File: src/rtl/core/stsc_pkg.sv
// ----------------------------------------------------------------------------
// stsc_pkg
// shared types and constants of the segment tree sum/count block
// ----------------------------------------------------------------------------
`timescale 1ns / 1ps

package stsc_pkg;

  localparam int unsigned LEAVES_DEF = 1024;
  localparam int unsigned SUM_W      = 64;
  localparam int unsigned CNT_W      = 32;
  localparam int unsigned LEAF_W     = 10;
  localparam int unsigned RANGE_W    = 11;
  localparam int unsigned AMT_W      = 32;

  typedef enum logic {
    MODE_ADD   = 1'b0,
    MODE_QUERY = 1'b1
  } mode_e;

  typedef enum logic [2:0] {
    ST_CLEAR,
    ST_IDLE,
    ST_ADD,
    ST_ADD_WB,
    ST_QUERY,
    ST_DRAIN,
    ST_RESULT
  } state_e;

  typedef struct packed {
    logic [SUM_W-1:0] sum;
    logic [CNT_W-1:0] cnt;
  } node_t;

endpackage

File: src/rtl/core/stsc_adder.sv
// ----------------------------------------------------------------------------
// stsc_adder
// shared node adder, wrapping sum and count lanes
// ----------------------------------------------------------------------------
`timescale 1ns / 1ps

module stsc_adder (
  input  stsc_pkg::node_t a_i,
  input  stsc_pkg::node_t b_i,
  output stsc_pkg::node_t sum_o
);

  assign sum_o.sum = a_i.sum + b_i.sum;
  assign sum_o.cnt = a_i.cnt + b_i.cnt;

endmodule

File: config.mk
export PLATFORM = sky130hd
export DESIGN_NAME = stsc_adder
export DESIGN_NICKNAME = d
export VERILOG_FILES = /design/src/rtl/core/stsc_pkg.sv /design/src/rtl/core/stsc_adder.sv
export SDC_FILE = /design/constraint.sdc
export NUM_CORES = 1
export LEC_CHECK = 0
export ABC_AREA = 1
export BUFFER_PORTS_ARGS = -buffer_cell sky130_fd_sc_hd__clkbuf_2
export CAP_MARGIN = 20
export CORE_ASPECT_RATIO = 0.75
export CORE_MARGIN = 2
export CORE_UTILIZATION = 57
export DETAILED_ROUTE_END_ITERATION = 7
export PLACE_DENSITY = 0.93
export SYNTH_ARGS = -nofsm -noshare
export SYNTH_HDL_FRONTEND = slang
export SYNTH_SLANG_ARGS = --single-unit
File: constraint.sdc
create_clock -name vclk -period 4.4
set_input_delay 0.66 -clock vclk [all_inputs]
set_output_delay 0.66 -clock vclk [all_outputs]
set_load 0.03 [all_outputs]
==> results of run 1 <==
-- area by class of cell --
cell class                      count  area, um^2  share of cell area [%]
Multi-Input combinational cell   1291        6536                   68.48
Timing Repair Buffer              288        1441                   15.10
Tap cell                          175       219.0                   2.294
Inverter                          359        1348                   14.12
-- Yosys cell counts --
cell type    n  share of area, %
nand2_1    720                34
inv_1      353                17
nor2_1     137               6.5
ha_1        94                15
nand3_1     78               5.0
a21oi_1     74               4.7
xor2_1      49               5.4
nand2_2     26               2.1
nor2_2      24               1.9
o21ai_0     19               1.2
nor3_1      17               1.1
nand4_1     14               1.1
nand3_2     10               1.3
inv_2        6              0.29
o21bai_1     5              0.48
o21a_1       4              0.38
nor3_2       3              0.38
fa_1         2              0.51
nor2_4       2              0.29
nor4_1       2              0.16
nor4_2       2              0.32
or2_2        2              0.16
xnor2_1      2              0.22
a21o_1       1             0.095
a21oi_2      1              0.11
nand3b_1     1             0.095
nor3_4       1              0.21
o21ai_1      1             0.063
-- worst min-delay path, stage by stage --
cell,delay (ns)
clkbuf_2,0.08
ha_1,0.10
clkbuf_2,0.19
-- where the power goes --
group | leakage, nW | internal (mW) | switching, mW | total [mW]
logic | 6.54 | 0.526 | 1.24 | 1.77
clock network | 0 | 0 | 0 | 0
registers | 0 | 0 | 0 | 0
-- how the worst max path moves through the flow --
stage,slack [ns],endpoint,start,cells past startpoint
4_1_cts,0.95,sum_o[64],a_i[32],13
3_3_place_gp,1.03,sum_o[64],a_i[32],13
6_report,0.90,sum_o[64],a_i[32],13
2_1_floorplan,1.35,sum_o[64],a_i[32],11
5_1_grt,0.79,sum_o[64],a_i[32],13
3_5_place_dp,0.96,sum_o[64],a_i[32],13
-- per-layer routing --
metal / vias to the layer above / global-route usage, % / share of wire [%]
met5: - / 0 / 0
met4: 0 / 11.50 / 3.3
met3: 69 / 8.451 / 13
met2: 685 / 60.94 / 41
met1: 4853 / 53.17 / 43
li1: 5554 / - / -
-- cells by family (layout without fill, tap and decap cells) --
kind of cell	after synthesis	after routing	synth area share (%)
AOI/OAI and AO/OA	105	105	7.031
xor gates and xnor gates	51	51	5.666
adders and majority gates	96	96	15.43
buffers and inverters	359	647	17.09
and+or+nand+nor	1039	1039	54.78
==> out/qor.yml, run 1 <==
critical_path:
  worstSetupStartpointType: "input port"
  path_class: "input port to output port"
  critPathRequiredTime_ns: 3.74
  path_common_cell: "nand2_1"
  crit_path_end_kind: "output port"
  path_buf_inv: 2
  cp_top_family: "simple AND/OR/NAND/NOR gates"
  crit_slowest_cell: "fa_1"
  critPathArrivalTime_ns: 2.84
  worstPathCellList: "clkbuf_2, ha_1, fa_1, nand3_1, nand3_2, nand2_1, nand2_2, nand3_1, nand2_1, nand2_1, nand2_1, xor2_1, clkbuf_2"
  cp_slowest_stage_delay_ns: 0.45
  critPathMaxFanout: 4
die:
  dieHeight_um: 105.9
  fp.dieW_um: 139.8
  die-area_um2: 14800
  fp-row-count: 37
  start_util_pct: 57.92
  io_pins: 288
  core_um2: 13610
layout:
  fillCellCount: 1375
  final_util_pct: 70.12
  seq_cell_count: 0
  drive_gt1_share_pct: 18.83
  register_area_um2: 0
  n_antenna_cell: 0
  n_clock_buffer: 0
  fin_cells: 2113
  layout.nets: 2228
  fin_area_um2: 9544
  final_common_cell: "nand2_1"
  mostFrequentLayoutCells: "nand2_1, inv_1, clkbuf_2"
  syn_to_final_growth_pct: 21.06
detailed_routing:
  firstDrtPassIters: 5
  wirelength_um: 30090
  drt-wirelength-per-cell_um: 14.24
  drt-vias-per-instance: 5.282
  num_vias: 11161
  drc_errors: 0
  first_iter_violations: 1085
  postRouteAntennaNets: 0
global_route:
  grt_pass1_wl_um: 47000
  antenna_found_initial: 0
  grt_pass1_vias: 9908
  gr-total-overflow: 0
  track_usage_pct: 38.81
  grt_max_degree: 8
sta:
  setup-violations-final: 0
  fmax_mhz: 286.0
  hold-worst-slack_ns: 1.693
  period_needed_ns: 3.496
  hold_violations: 0
  worst_pin_slew_ns: 0.4197
  maxSlewViolCount: 0
  fin_ws_ns: 0.9035
  grt_setup_unrepaired: "no"
  period_share_pct: 79.47
  tns_ns: 0
  relSlewSlack_pct: 71.80
synthesis:
  syn-instance-count: 1650
  syn-num-nets: 1938
  syn_area_um2: 7884
  seq_area_frac_synth_pct: 0
  yosysWarnings: 0
  ys_types: 28
  syn-mean-instance-area_um2: 4.778
hold_path:
  min_path_type: "input port to output port"
  hold_depth: 3
  hold_end: "sum_o[32]"
  hold_start: "b_i[32]"
placed_design:
  place_inst: 2113
  place_area_um2: 9544
  finalWeightedCongestion: 1.057
  dp_hpwl_um: 27070
  place_ws_ns: 0.9620
  port_buffers: 288
clock_network:
  hold_buffers: 0
  post_cts.repair.setup_buffers: 0
  postCtsResizedCells: 0
pwr:
  power_density_nw_per_um2: 185.0
  vdd_drop_max_mv: 0.1555
  finalPower_mw: 1.765
  leakage_nw: 6.536
status:
  run_status: "complete, no violations"
flow_run:
  maxCapViolCount: 0
(Power assumes the default switching activity.)
==> run 2, diff against run 1 <==
--- a/config.mk
+++ b/config.mk
@@ -10,9 +10,9 @@
 export CAP_MARGIN = 20
 export CORE_ASPECT_RATIO = 0.75
 export CORE_MARGIN = 2
-export CORE_UTILIZATION = 57
+export CORE_UTILIZATION = 53
 export DETAILED_ROUTE_END_ITERATION = 7
-export PLACE_DENSITY = 0.93
+export PLACE_DENSITY = 0.88
 export SYNTH_ARGS = -nofsm -noshare
 export SYNTH_HDL_FRONTEND = slang
 export SYNTH_SLANG_ARGS = --single-unit
==> constraint.sdc (replaced) <==
create_clock -name vclk -period 3.6
set_input_delay 0.54 -clock vclk [all_inputs]
set_output_delay 0.54 -clock vclk [all_outputs]
set_load 0.03 [all_outputs]
==> run 2 against run 1 <==
Non-clock buffer count unchanged. Combinational power grew 21%. Core utilization down 4.1 points. Routed wire length up 0.71%. Global-route usage is 1.7 points lower. First-iteration DRC count shrank 15%. Power up 22%. Hold slack worse by 0.24 ns. Die area rose by 7.3%. Via count decreased by 1.7%. Critical path depth fell by 1. Critical path type unchanged. Largest power group unchanged. Highest routed layer unchanged.
==> out/qor.yml, run 2 (synthesis results as in run 1) <==
sta:
  maxSlewViolCount: 0
  worst_pin_slew_ns: 0.4128
  relSlewSlack_pct: 72.48
  hold-worst-slack_ns: 1.456
  period_needed_ns: 3.183
  hold_violations: 0
  tns_ns: 0
  period_share_pct: 88.43
  setup-violations-final: 0
  grt_setup_unrepaired: "no"
  fmax_mhz: 314.1
layout:
  register_area_um2: 0
  mostFrequentLayoutCells: "nand2_1, inv_1, clkbuf_2"
  seq_cell_count: 0
  layout.nets: 2228
  final_common_cell: "nand2_1"
  n_antenna_cell: 0
  syn_to_final_growth_pct: 21.46
  n_clock_buffer: 0
  fin_cells: 2138
  final_util_pct: 66.03
  drive_gt1_share_pct: 18.83
global_route:
  grt_pass1_vias: 9598
  track_usage_pct: 37.10
  grt_pass1_wl_um: 46540
  grt_max_degree: 8
  antenna_found_initial: 0
  gr-total-overflow: 0
detailed_routing:
  drc_errors: 0
  drt-vias-per-instance: 5.132
  first_iter_violations: 925
  wirelength_um: 30310
  postRouteAntennaNets: 0
  drt-wirelength-per-cell_um: 14.17
  num_vias: 10972
  firstDrtPassIters: 6
die:
  start_util_pct: 54.37
  fp-row-count: 38
  fp.dieW_um: 144.8
  dieHeight_um: 109.6
  core_um2: 14500
  io_pins: 288
  die-area_um2: 15880
clock_network:
  post_cts.repair.setup_buffers: 0
  hold_buffers: 0
  postCtsResizedCells: 0
status:
  run_status: "complete, no violations"
flow_run:
  maxCapViolCount: 0
pwr:
  p_seq_share_pct: 0
  leakage_nw: 6.536
  internal_power_mw: 0.6432
  clkPwrFrac_pct: 0
  finalPower_mw: 2.152
  power_density_nw_per_um2: 224.8
  vdd_drop_max_mv: 0.2293
  netSwitchingFraction_pct: 70.11
  p_sw_mw: 1.509
  pwr-share-comb_pct: 100.0
placed_design:
  port_buffers: 288
  place_inst: 2138
  dp_hpwl_um: 27560
  finalWeightedCongestion: 1.053
critical_path:
  critPathMaxFanout: 4
  crit_path_end_kind: "output port"
  path_class: "input port to output port"
  worstSetupStartpointType: "input port"
  critPathRequiredTime_ns: 3.06
  critPathArrivalTime_ns: 2.64
hold_path:
  min_path_type: "input port to output port"
==> run 2: cell counts in the layout (fill, tap and decap cells not counted) <==
No cell type changed its count.
==> run 2: metrics by stage <==
stage          worst slack (ns)  area [um^2]
3_3_place_gp             0.4591         9575
2_1_floorplan            0.7926         7884
5_1_grt                  0.3343         9575
4_1_cts                  0.4949         9575
3_5_place_dp             0.4972         9575
6_report                 0.4166         9575
==> run 2: power by group through the flow <==
stage / Sequential (mW) / Combinational (mW) / Clock [mW]
5_1_grt: 0 / 2.33 / 0
3_3_place_gp: 0 / 2.10 / 0
3_5_place_dp: 0 / 2.11 / 0
6_report: 0 / 2.15 / 0
4_1_cts: 0 / 2.11 / 0
2_1_floorplan: 0 / 1.45 / 0
==> run 2: path summary, 6_finish.rpt <==
kind    start         to  slack, ns  cells past startpoint
min   b_i[32]  sum_o[32]       1.46                      3
max   a_i[37]  sum_o[59]       0.42                     12
==> run 2: layout make-up <==
cell class         count  area (um^2)
well taps            200        250.2
inverters            359         1348
multi-input cells   1291         6536
repair buffers       288         1441
fillers             1551         4926
==> run 2: routing by layer <==
layer,vias up,part of all wire [%],track usage (%)
met2,612,43,59.27
li1,5549,-,-
met1,4749,44,51.58
met4,0,2.3,9.015
met3,62,12,6.838
met5,-,0,0
==> run 2: critical path: stages <==
cell and delay, ns:
clkbuf_2 0.08, ha_1 0.35, nand2_1 0.20, nor2_2 0.20, nand3_1 0.10, nand2_2 0.16
nand2_1 0.09, nand2_2 0.10, nand2_1 0.07, nand2_2 0.14, xor2_1 0.33, clkbuf_2 0.28
==> run 3, diff against run 2 <==
--- a/config.mk
+++ b/config.mk
@@ -10,9 +10,9 @@
 export CAP_MARGIN = 20
 export CORE_ASPECT_RATIO = 0.75
 export CORE_MARGIN = 2
-export CORE_UTILIZATION = 53
+export CORE_UTILIZATION = 57
 export DETAILED_ROUTE_END_ITERATION = 7
-export PLACE_DENSITY = 0.88
+export PLACE_DENSITY = 0.93
 export SYNTH_ARGS = -nofsm -noshare
 export SYNTH_HDL_FRONTEND = slang
 export SYNTH_SLANG_ARGS = --single-unit
==> constraint.sdc (replaced) <==
create_clock -name vclk -period 3.8
set_input_delay 0.57 -clock vclk [all_inputs]
set_output_delay 0.57 -clock vclk [all_outputs]
set_load 0.03 [all_outputs]
==> run 3 against run 2 <==
Final cell count is 1.2% lower. Non-clock buffer count stayed put. Largest power group unchanged. Global-route usage is 2.0 points higher. First-iteration DRC count is 8.5% higher. Highest routed layer unchanged. Worst setup slack better by 0.095 ns. Combinational power is 5% lower. Core utilization is 4.1 points higher. Critical path depth is 1 higher. Sequential cell count stayed put. Die area is 6.8% lower. Hold slack better by 0.057 ns. Critical path type unchanged. Power is 5.1% lower. Largest cell class unchanged.
==> out/qor.yml, run 3 (synthesis results as in run 1) <==
placed_design:
  port_buffers: 288
  finalWeightedCongestion: 1.044
  place_area_um2: 9544
  dp_hpwl_um: 27250
  place_inst: 2113
critical_path:
  crit_path_end_kind: "output port"
  worstPathCellList: "clkbuf_2, ha_1, fa_1, nand3_1, nand3_2, nand2_1, nand2_2, nand3_1, nand2_1, nand2_1, nand2_1, xor2_1, clkbuf_2"
  critPathArrivalTime_ns: 2.72
  path_class: "input port to output port"
  critPathRequiredTime_ns: 3.23
  path_common_cell: "nand2_1"
  worstSetupStartpointType: "input port"
  cp_slowest_stage_delay_ns: 0.47
  critPathMaxFanout: 4
  crit_slowest_cell: "fa_1"
sta:
  period_share_pct: 86.54
  hold_violations: 0
  setup-violations-final: 0
  tns_ns: 0
  worst_pin_slew_ns: 0.4664
  relSlewSlack_pct: 68.91
  period_needed_ns: 3.289
  hold-worst-slack_ns: 1.513
  grt_setup_unrepaired: "no"
  maxSlewViolCount: 0
  fmax_mhz: 304.1
detailed_routing:
  firstDrtPassIters: 5
  num_vias: 11132
  drt-vias-per-instance: 5.268
  wirelength_um: 30100
  first_iter_violations: 1004
  drt-wirelength-per-cell_um: 14.24
  postRouteAntennaNets: 0
  drc_errors: 0
layout:
  register_area_um2: 0
  n_clock_buffer: 0
  final_common_cell: "nand2_1"
  multi_input_area_um2: 6536
  layout.nets: 2228
  mostFrequentLayoutCells: "nand2_1, inv_1, clkbuf_2"
  fin_cells: 2113
  n_antenna_cell: 0
  fillCellCount: 1345
  syn_to_final_growth_pct: 21.06
  fin_area_um2: 9544
  drive_gt1_share_pct: 18.83
  seq_cell_count: 0
global_route:
  grt.busiest_layer: "met2"
  antenna_found_initial: 0
  use_met2_pct: 62.13
  grt_max_degree: 8
  grt_pass1_vias: 10106
  grt_pass1_wl_um: 47590
  grt_use_met3_pct: 8.178
  gr-total-overflow: 0
  track_usage_pct: 39.12
  gr-usage-met1_pct: 52.88
pwr:
  power_density_nw_per_um2: 214.1
  vdd_drop_max_mv: 0.1630
  leakage_nw: 6.536
die:
  fp.dieW_um: 139.8
  core_um2: 13610
  dieHeight_um: 105.9
  fp-row-count: 37
  io_pins: 288
  start_util_pct: 57.92
  die-area_um2: 14800
status:
  run_status: "complete, no violations"
hold_path:
  min_path_type: "input port to output port"
  hold_start: "b_i[32]"
  hold_end: "sum_o[32]"
  hold_depth: 3
flow_run:
  maxCapViolCount: 0
clock_network:
  post_cts.repair.setup_buffers: 0
  postCtsResizedCells: 0
  hold_buffers: 0
==> run 3: cell counts in the layout (fill, tap and decap cells not counted) <==
No cell type changed its count.
==> run 3: worst max-delay path, delay by kind of cell <==
family        cells  cell delay, ns
fa+ha+maj         2            0.72
buf+inv           2            0.34
xor+xnor          1            0.23
simple gates      8            0.83
==> run 3: area by class of cell <==
class / instances / area share (%)
tap: 175 / 2.294
inverter: 359 / 14.12
timing repair buffer: 288 / 15.10
multi-input combinational: 1291 / 68.48
==> run 3: where the power goes <==
part / switching [mW] / total (mW) / internal (mW)
combinational: 1.43 / 2.04 / 0.609
sequential: 0 / 0 / 0
clock: 0 / 0 / 0
total: 1.43 / 2.04 / 0.609
==> run 3: how the worst max path moves through the flow <==
stage                 start  slack (ns)   endpoint
finish              a_i[32]        0.51  sum_o[64]
global route        a_i[32]        0.41  sum_o[92]
CTS                 a_i[32]        0.56  sum_o[64]
detailed placement  a_i[32]        0.57  sum_o[64]
global placement    a_i[32]        0.64  sum_o[64]
floorplan           a_i[32]        0.93  sum_o[64]
==> run 3: layer usage <==
layer | vias up | part of all wire, %
li1 | 5552 | -
met1 | 4810 | 42
met2 | 696 | 41
met3 | 74 | 13
met4 | 0 | 3.5
met5 | - | 0
==> run 3: per-stage QoR <==
stage	power [mW]	setup slack [ns]	util [%]
after CTS	2.000	0.5570	70.12
final	2.043	0.5113	70.12
after global placement	1.969	0.6366	70.12
after detailed placement	1.992	0.5673	70.12
after floorplan	1.372	0.9326	-
after global routing	2.204	0.4080	70.12
